<file path="config.mk">
export PLATFORM = sky130hd
export DESIGN_NAME = sfp_sqrt_cell
export DESIGN_NICKNAME = d
export VERILOG_FILES = /design/src/rtl/core/sfp_pkg.sv /design/src/rtl/core/sfp_sqrt_cell.sv
export SDC_FILE = /design/constraint.sdc
export NUM_CORES = 1
export LEC_CHECK = 0
export BUFFER_PORTS_ARGS = -buffer_cell sky130_fd_sc_hd__buf_2
export CAP_MARGIN = 25
export CORE_UTILIZATION = 35
export DETAILED_ROUTE_END_ITERATION = 10
export PLACE_DENSITY = 0.67
export SLEW_MARGIN = 40
export SYNTH_ARGS = -nofsm -noshare
export SYNTH_HDL_FRONTEND = slang
export SYNTH_SLANG_ARGS = --single-unit
</file>
<file path="constraint.sdc">
create_clock -name i_clk -period 3.7 [get_ports i_clk]
set_input_delay 0.74 -clock i_clk [delete_from_list [all_inputs] [get_ports i_clk]]
set_output_delay 0.74 -clock i_clk [all_outputs]
set_load 0.005 [all_outputs]
</file>
<file path="src/rtl/core/sfp_pkg.sv">
// shared types and constants for the spherical flip projection
package sfp_pkg;

    localparam int CW    = 32;          // coordinate width
    localparam int DW    = CW + 1;      // offset width
    localparam int RADW  = 2 * DW;      // sum of squares width
    localparam int REMW  = DW + 2;      // square root remainder width
    localparam int NUMW  = 2 * DW + 1;  // dividend width with rounding half
    localparam int QW    = CW - 1;      // quotient bits below saturation
    localparam int RW    = CW - 1;      // radius width
    localparam int IDXW  = 2;

    localparam logic [IDXW-1:0] CFG_RADIUS = 2'd0;
    localparam logic [IDXW-1:0] CFG_VIEW_X = 2'd1;
    localparam logic [IDXW-1:0] CFG_VIEW_Y = 2'd2;
    localparam logic [IDXW-1:0] CFG_VIEW_Z = 2'd3;

    typedef struct packed {
        logic signed [CW-1:0] point_x;
        logic signed [CW-1:0] point_y;
        logic signed [CW-1:0] point_z;
    } t_in;

    typedef struct packed {
        logic signed [CW-1:0] flipped_x;
        logic signed [CW-1:0] flipped_y;
        logic signed [CW-1:0] flipped_z;
        logic [CW-1:0]        distance;
        logic                 outside_sphere;
        logic                 at_viewpoint;
    } t_out;

    typedef struct packed {
        logic [2:0]          neg_d;
        logic [2:0][DW-1:0]  ad;
    } t_sq_carry;

    typedef struct packed {
        logic [2:0]    neg;
        logic [2:0]    sat;
        logic [CW-1:0] distance;
        logic          outside;
        logic          at_view;
    } t_dv_carry;

endpackage

</file>
<file path="src/rtl/core/sfp_sqrt_cell.sv">
// one digit step of the square root chain
module sfp_sqrt_cell (
    input  logic                     i_clk,
    input  logic                     i_en,
    input  logic [sfp_pkg::REMW-1:0] i_rem,
    input  logic [sfp_pkg::DW-1:0]   i_root,
    input  logic [sfp_pkg::RADW-1:0] i_rad,
    output logic [sfp_pkg::REMW-1:0] o_rem,
    output logic [sfp_pkg::DW-1:0]   o_root,
    output logic [sfp_pkg::RADW-1:0] o_rad
);
    import sfp_pkg::*;

    logic [REMW+1:0] w_cur;
    logic [REMW+1:0] w_trial;
    logic [REMW+1:0] w_diff;
    logic            w_take;

    assign w_cur   = {i_rem, i_rad[RADW-1 -: 2]};
    assign w_trial = {2'b00, i_root, 2'b01};
    assign w_take  = w_cur >= w_trial;
    assign w_diff  = w_cur - w_trial;

    always_ff @(posedge i_clk) begin
        if (i_en) begin
            o_rem  <= w_take ? w_diff[REMW-1:0] : w_cur[REMW-1:0];
            o_root <= {i_root[DW-2:0], w_take};
            o_rad  <= {i_rad[RADW-3:0], 2'b00};
        end
    end
endmodule

</file>
==> results by group <==
Global route
  • Busiest grt layer: met2
  • Met1 usage: 20.8%
  • Via count of the first global-routing pass: a little under 5,000
  • Global route total overflow: 0
  • Overall track demand over capacity in global routing: about 18%
  • Global-route wire length before repair: 26,200 um
  • Met2 Use GR: a little under a third
  • Number of antenna violations at the first check in global routing: 4
  • Global routing usage on met3: 4.92%
  • Largest net degree at the start of global routing: slightly above 70

Clock network
  • H-tree depth: 4
  • Buffer type at the clock tree root: clkbuf_16
  • Post-CTS resize count: 0
  • Longest Clk Path Bufs: 2
  • Cts-stage hold buffer count: 0
  • CTS tree: built
  • Post-CTS clock slew at the launch and capture registers of the worst setup and hold paths: about 0.07 ns
  • Number of buffers created by CTS: 17
  • # clock sinks: about 130
  • Setup bufs post-CTS: 0

Worst setup path
  • Slowest Stage Delay on Critical Path: around 0.50 ns
  • Endpoint class of the critical path: flop
  • Arrival @ worst endpoint: around 3.4 ns
  • Crit path cell chain: buf_2, ha_1, o21a_1, o211ai_2, a311oi_1, nor4_2, a2111oi_2, o21a_2, o211a_2, buf_12, mux2_4
  • Worst setup path class: in2reg
  • Crit path required time: 3.86 ns
  • Kind of launch point of the worst setup path: primary input
  • Largest fanout on the critical path: 18
  • Worst path slowest cell: nor4_2

Layout
  • Highest-count cells in the layout ignoring fill and taps: 266 x buf_2, 132 x edfxtp_1, 41 x inv_1, 35 x ha_1, 30 x a21oi_1
  • Filler cells: ~1,700
  • Post-route cell area: 8860 um2
  • Register Area: between 3000 and 4000 um2
  • Multi-input gate area: 2380 um2
  • Non-filler cells, final: about 1,000
  • Commonest non-fill, non-tap cell in the layout: buf_2
  • Share of final-layout standard cells stronger than drive strength 1: a little under half
  • Antenna Diode Count: 0
  • Growth of design area from synthesis to finish: 33.8%
  • Final core utilization: around half
  • Count of nets after finishing: 946

Yosys
  • Number of synthesized register bits: around 130
  • Count of flip-flops with a built-in enable after synthesis: roughly 130
  • YS warnings: 0
  • Cell count after synthesis: about 500
  • Post-Synthesis Cell Area: 6630 um2
  • Proportion of synthesized chip area in sequential cells: between 50% and 60%
  • Fraction of registers with async set/reset: 0%
  • Leading register cell type out of synthesis: edfxtp_1
  • Syn Area/Cell: about 14 um2
  • Count of different cell masters after synthesis: 57

Run
  • Max-Cap Viols: 0

Routing
  • Wirelength per Cell: roughly 17 um
  • Final WL: between 15,000 and 20,000 um
  • Total number of vias: a little under 5,000
  • Number of nets with antenna violations after routing: 0
  • First-iteration detailed-routing DRC count: 194
  • Pre-antenna DRT Iters: 6
  • DRC Markers: 0
  • Vias per cell: about 4.9

Floorplan
  • Y dimension of the die: between 100 and 150 um
  • I/O Pins: between 200 and 300
  • Area of the die: just under 20,000 um2
  • Initial Util: 36.3%
  • Chip Width: ~140 um
  • Site Rows: a little under 50
  • Area of the core: roughly 18,000 um2

Timing
  • Timing-limited maximum frequency: around 310 MHz
  • Slew at the pin with the worst max-slew slack: 0.667 ns
  • Shortest clock period the worst path allows after layout: 3.22 ns
  • Setup repair after global routing missed its margin: no
  • Pins Over Slew Limit: 0
  • Setup_tns: 0 ns
  • Tcrit/Tclk final: 87.1%
  • Number of hold-slack violations in the final timing report: 0
  • Setup WS post-layout: ~0.48 ns
  • Setup violation total in the final timing report: 0
  • Remaining max-slew budget at the tightest pin: 55.1%

Outcome
  • Status: completed

Placement
  • Post-DP Area: between 8000 and 9000 um2
  • # port buffers: 267
  • HPWL Detailed: 13,400 um
  • Final RePlAce weighted congestion: just under 0.8
  • Place WS: roughly 0.050 ns
  • Cells after DPL: between 900 and 1,000

Pwr
  • Static power due to leakage: slightly above 4 nW
  • Max VDD drop: between 0.0003 and 0.0004 V
  • Pwr Density: just under 500 nW/um2

Min path
  • Worst hold path type: in2reg
  • Instance count along the most critical hold path: 1
[synthesized netlist by cell type (all sizes together) (2+ instances only)]
master   number  area (um2)
a2111oi       2        30.0
a31o          4        35.0
clkbuf       10        37.5
mux2         31         443
xor2         14         123
o21ai        13        65.1
and3          4        25.0
o21a          4        31.3
nor4          3        25.0
nor3          2        10.0
buf           8        95.1
nor2b         4        25.0
a21o         26         195
nand2b        2        12.5
o21bai        3        22.5
a21oi        30         150
xnor2        19         166
mux2i         3        30.0
nand4         8        50.1
o221ai        4        35.0
nand3         9        45.0
a211oi        2        15.0
o211ai        3        32.5
nand2        25        93.8
edfxtp      132        3960
inv          41         154
or3           2        12.5
or4           2        15.0
a31oi         2        12.5
ha           35         438
or2           2        12.5
nor2         22        82.6
o31a          2        17.5
a311oi        2        17.5
[final cells by class]
class                           instances  area share (%)
Sequential cell                       132            44.7
Timing Repair Buffer                  285            17.1
Tap cell                              229            3.23
Clock inverter                         15            1.58
Clock buffer                           17            4.80
Inverter                               41            1.74
Multi-Input combinational cell        298            26.8
[power breakdown]
group	switching, W	internal (W)	leakage (nW)
combinational	0.000423	0.000440	2.53
sequential	0.0000333	0.00184	1.29
clock	0.000746	0.000887	0.275
total	0.00120	0.00316	4.09
[worst max-delay path, delay by kind of cell]
kind / cells / cell delay, ns
simple gates: 1 / 0.50
buf+inv: 2 / 0.27
fa+ha+maj: 1 / 0.38
compound gates: 6 / 1.17
mux: 1 / 0.30
[logic make-up after synthesis]
logic type | after synthesis | synth area share, %
mux | 34 | 7.14
compound gates | 107 | 11.3
simple gates | 87 | 6.40
buf+inv | 59 | 4.32
fa+ha+maj | 35 | 6.61
xor+xnor | 33 | 4.36
flops | 132 | 59.8
other cells | 1 | 0.0566
[sequential cells by signal, indices dropped and copies added (netlist names)]
signal and flops:
o_root 33, o_rem 35, o_rad 64
[through the flow]
stage | hold slack [ns] | total power (W)
4_1_cts | 0.472 | 0.00442
3_3_place_gp | 0.917 | 0.00276
3_5_place_dp | 0.918 | 0.00277
6_report | 0.491 | 0.00437
2_1_floorplan | 0.839 | 0.00239
5_1_grt | 0.470 | 0.00455
[per-layer routing]
layer	part of all wire [%]	up-vias	wire, um
met1	42	2312	7250
met4	1.7	8	294
met3	6.6	35	1140
li1	-	2402	-
met2	50	179	8660
met5	0.32	-	55
[final timing paths]
check,start,to,slack (ns)
setup / recovery,i_rem[3],o_rem[24],0.48
hold / removal,i_rad[18],o_rad[20],0.49
Power figures use the tool's default switching activity.
