==> src/rtl/core/sfp_pkg.sv <==
// shared types and constants for the spherical flip projection
package sfp_pkg;

    localparam int CW    = 32;          // coordinate width
    localparam int DW    = CW + 1;      // offset width
    localparam int RADW  = 2 * DW;      // sum of squares width
    localparam int REMW  = DW + 2;      // square root remainder width
    localparam int NUMW  = 2 * DW + 1;  // dividend width with rounding half
    localparam int QW    = CW - 1;      // quotient bits below saturation
    localparam int RW    = CW - 1;      // radius width
    localparam int IDXW  = 2;

    localparam logic [IDXW-1:0] CFG_RADIUS = 2'd0;
    localparam logic [IDXW-1:0] CFG_VIEW_X = 2'd1;
    localparam logic [IDXW-1:0] CFG_VIEW_Y = 2'd2;
    localparam logic [IDXW-1:0] CFG_VIEW_Z = 2'd3;

    typedef struct packed {
        logic signed [CW-1:0] point_x;
        logic signed [CW-1:0] point_y;
        logic signed [CW-1:0] point_z;
    } t_in;

    typedef struct packed {
        logic signed [CW-1:0] flipped_x;
        logic signed [CW-1:0] flipped_y;
        logic signed [CW-1:0] flipped_z;
        logic [CW-1:0]        distance;
        logic                 outside_sphere;
        logic                 at_viewpoint;
    } t_out;

    typedef struct packed {
        logic [2:0]          neg_d;
        logic [2:0][DW-1:0]  ad;
    } t_sq_carry;

    typedef struct packed {
        logic [2:0]    neg;
        logic [2:0]    sat;
        logic [CW-1:0] distance;
        logic          outside;
        logic          at_view;
    } t_dv_carry;

endpackage

==> src/rtl/core/sfp_div_cell.sv <==
// one quotient bit step of the divide chain
module sfp_div_cell (
    input  logic                   i_clk,
    input  logic                   i_en,
    input  logic [sfp_pkg::DW-1:0] i_den,
    input  logic [sfp_pkg::DW-1:0] i_rem,
    input  logic [sfp_pkg::QW-1:0] i_low,
    input  logic [sfp_pkg::QW-1:0] i_q,
    output logic [sfp_pkg::DW-1:0] o_den,
    output logic [sfp_pkg::DW-1:0] o_rem,
    output logic [sfp_pkg::QW-1:0] o_low,
    output logic [sfp_pkg::QW-1:0] o_q
);
    import sfp_pkg::*;

    logic [DW:0] w_cur;
    logic [DW:0] w_diff;
    logic        w_take;

    assign w_cur  = {i_rem, i_low[QW-1]};
    assign w_take = w_cur >= {1'b0, i_den};
    assign w_diff = w_cur - {1'b0, i_den};

    always_ff @(posedge i_clk) begin
        if (i_en) begin
            o_den <= i_den;
            o_rem <= w_take ? w_diff[DW-1:0] : w_cur[DW-1:0];
            o_low <= {i_low[QW-2:0], 1'b0};
            o_q   <= {i_q[QW-2:0], w_take};
        end
    end
endmodule

==> config.mk <==
export PLATFORM = sky130hd
export DESIGN_NAME = sfp_div_cell
export DESIGN_NICKNAME = d
export VERILOG_FILES = /design/src/rtl/core/sfp_pkg.sv /design/src/rtl/core/sfp_div_cell.sv
export SDC_FILE = /design/constraint.sdc
export NUM_CORES = 1
export LEC_CHECK = 0
export BUFFER_PORTS_ARGS = -buffer_cell sky130_fd_sc_hd__buf_4
export CAP_MARGIN = 20
export CELL_PAD_IN_SITES_DETAIL_PLACEMENT = 0
export CELL_PAD_IN_SITES_GLOBAL_PLACEMENT = 1
export CORE_MARGIN = 2
export CORE_UTILIZATION = 37
export CTS_CLUSTER_DIAMETER = 60
export CTS_CLUSTER_SIZE = 25
export DETAILED_ROUTE_END_ITERATION = 10
export PLACE_DENSITY_LB_ADDON = 0.3
export SKIP_LAST_GASP = 1
export SLEW_MARGIN = 20
export SYNTH_ARGS = -nofsm -noshare
export SYNTH_HDL_FRONTEND = slang
export SYNTH_SLANG_ARGS = --single-unit
export TNS_END_PERCENT = 20
==> constraint.sdc <==
create_clock -name i_clk -period 4.27 [get_ports i_clk]
set_input_delay 0.854 -clock i_clk [delete_from_list [all_inputs] [get_ports i_clk]]
set_output_delay 0.854 -clock i_clk [all_outputs]
set_load 0.01 [all_outputs]
==> impl_metrics.csv <==
group,metric,value,unit
sta,final.setup.tns,0,ps
floorplanning,io_pins,258,
worst_setup_path,path_class,"input pin to flop",
synth,async_flop_share,0,
worst_setup_path,cp-start-kind,"input pin",
floorplanning,die_w,134,microns
worst_setup_path,cp_max_fo,4,
synth,synthXorXnorAreaFrac,0.0394,
synth,syn_inst,495,
detailed_routing,vias_per_cell,4.82,
power_and_ir_drop,ir_drop,0.248,mV
placed_design,gp_congestion,0.952,
global_route,grt_usage,0.182,
synth,syn_nets,659,
floorplanning,start_util,0.377,
clocking,htree_num_levels,4,
clocking,clock-root-buffer,"clkbuf_16",
synth,synth_mux_area_frac,0.00241,
global_route,use_met1,0.222,
finish,nFillCells,1443,
finish,drive_above_1_share,0.414,
placed_design,hpwl,12600,microns
synth,ys_seq_area_frac,0.612,
global_route,grt-busiest-layer,"met2",
global_route,use_met3,0.0540,
floorplanning,die_h,134,microns
synth,syn-cell-area,6230,sq um
clocking,cts-hold-fix-buffers,0,
synth,yosysWarnings,0,
detailed_routing,drt_iter0_drc,196,
hold_path,min_path_type,"input pin to flop",
placed_design,place_area,8380,sq um
clocking,cts_buffer_depth,2,
synth,synth_top_family_by_area,"compound AO/OA/AOI/OAI gates",
sta,drv_slew,0,
global_route,grt_pass1_vias,4709,
detailed_routing,routedWlPerCell,16.4,microns
synth,ys_ff_latch,127,
sta,clock.fmax,283,MHz
synth,synth_compound_area_frac,0.154,
detailed_routing,drc,0,
sta,period_needed,3530,ps
sta,rsz0062_at_grt,"false",
global_route,grtUsageMet2,0.308,
global_route,grt_max_degree,80,
global_route,grt_pass1_wl,25200,microns
clocking,cts_buffers,17,
finish,design_area,9060,sq um
synth,synth_simple_gate_area_frac,0.0785,
clocking,cts_tree,"yes",
worst_setup_path,required,4420,ps
finish,multi_input_area,2160,sq um
synth,synth_edf_count,127,
sta,worst_slew_pin_slew,737,ps
outcome,run_status,"complete, no violations",
sta,hold_viol,0,
sta,setup_violations,0,
floorplanning,die-area,17900,sq um
floorplanning,core_region_area,16500,sq um
detailed_routing,vias,4781,
global_route,antenna_found_initial,0,
finish,synthToLayoutAreaGrowth,45.5,%
finish,seqCellArea,3810,sq um
worst_setup_path,arrival,3680,ps
floorplanning,rows,47,
clocking,clk_pin_slew,60,ps
detailed_routing,ant_nets,0,
synth,avgSynthCellArea,12.6,sq um
clocking,post_cts_resized,0,
finish,n_antenna_cell,0,
sta,layout_worst_path_cycle_share,0.827,
synth,synth_cell_types,53,
synth,synth_fa_ha_area_frac,0.0695,
detailed_routing,finalWirelength,16300,microns
clocking,postCtsSetupRepairBufs,0,
worst_setup_path,endpoint_kind,"flop",
job,drv_cap,0,
finish,final_nets,923,
sta,slew_headroom,0.509,
power_and_ir_drop,pwr_density_cell,442,nW/um^2
power_and_ir_drop,power.leakage,3.95,nW
clocking,cts.sinks,127,
detailed_routing,drtPass1Iterations,5,
placed_design,portBuffers,255,
global_route,grt-ovfl-total,0,
synth,ys.flop_type,"edfxtp_1",
placed cells by master, fill, tap and decap left out, types with 4 or more instances in the layout:
| master | netlist | layout |
|---|---|---|
| clkbuf_16 | 0 | 17 |
| o21bai_1 | 8 | 8 |
| o21ai_0 | 26 | 26 |
| ha_1 | 33 | 33 |
| a21oi_1 | 34 | 34 |
| nand2_1 | 58 | 58 |
| bufinv_16 | 0 | 6 |
| xnor2_1 | 16 | 16 |
| nor2_1 | 15 | 15 |
| buf_4 | 1 | 259 |
| nor4_1 | 4 | 4 |
| a21o_1 | 10 | 10 |
| inv_1 | 43 | 43 |
| edfxtp_1 | 127 | 127 |
| o31ai_1 | 5 | 5 |
| a211oi_1 | 4 | 4 |
| nand3_1 | 8 | 8 |
| xor2_1 | 12 | 12 |
| o21ai_2 | 18 | 18 |
| and3_1 | 7 | 7 |
| o21a_1 | 4 | 4 |
| nor3_1 | 5 | 5 |
| nand2b_1 | 4 | 4 |
power by group:
part | switching, mW | total [mW] | leakage (nW) | internal [mW]
clock | 0.571 | 1.68 | 0.332 | 1.11
sequential | 0.0344 | 1.56 | 1.24 | 1.52
combinational | 0.391 | 0.765 | 2.38 | 0.374
registers in the layout (all words and copies together) (netlist names):
register / count
o_den: 33
o_rem: 33
o_q: 31
o_low: 30
layer usage:
layer  vias up  part of all wire  wire length, microns
li1       2368                 -                     -
met1      2215              0.41                  6640
met2       184              0.50                  8080
met3        14             0.086                  1400
met4         0            0.0099                   161
met5         -                 0                     0
cells in the mapped netlist, drive strengths merged (2+ instances only):
cell type	number	area share
nand3	8	0.0064
o211ai	3	0.0036
xor2	12	0.017
o31ai	6	0.0094
ha	33	0.066
nand2	58	0.035
a211oi	4	0.0048
a21o	11	0.013
nand4	3	0.0030
clkbuf	8	0.0048
nor4	4	0.0040
o21a	4	0.0048
nor3	5	0.0040
o21ai	45	0.047
a21oi	35	0.029
inv	43	0.026
a21boi	3	0.0036
nor2	15	0.0090
edfxtp	127	0.61
buf	8	0.013
a2111oi	2	0.0030
a221o	2	0.0034
and3	7	0.0070
a31oi	3	0.0030
xnor2	16	0.022
or3	2	0.0020
o21bai	8	0.0096
nand2b	4	0.0040
area by class of cell:
class | count | share of cell area
flip-flops and latches | 127 | 0.421
clock inverters | 14 | 0.0282
repair buffers | 261 | 0.218
inverters | 43 | 0.0178
clock buffers | 17 | 0.0469
well taps | 220 | 0.0304
multi-input cells | 309 | 0.238
worst max-delay path, cell delays in order:
cell      delay (ps)
buf_4            110
inv_1             40
ha_1             150
inv_1             50
fa_1             400
a21o_1           230
a221o_2          390
a211oi_1         320
o21ai_0          260
a21oi_1          390
o311ai_0         230
xnor2_1          170
o21ai_0           80
metrics by stage:
step                       util  setup WS, ps  instances  power, mW  hold WS, ps
after floorplan               -           856        495       1.97          953
final                     0.548           737        991       4.00          613
after detailed placement  0.507           289        960       2.36         1030
after CTS                 0.548           739        991       4.06          598
after global placement    0.507           298        960       2.35         1030
after global routing      0.548           511        991       4.18          598
cells by family (layout without fill, tap and decap cells):
kind of cell    Yosys count  after routing
xor+xnor                 28             28
fa+ha+maj                34             34
flops                   127            127
compound gates          136            136
simple gates            109            109
buf+inv                  59            335
other cells               1              1
mux                       1              1
path summary, 6_finish.rpt:
path	from	to	cells past startpoint
worst min-delay path	i_low[26]	o_low[27]$_DFFE_PP_	1
worst max-delay path	i_low[30]	o_rem[32]$_DFFE_PP_	13
Note: power is estimated with default switching activity, not from simulation.
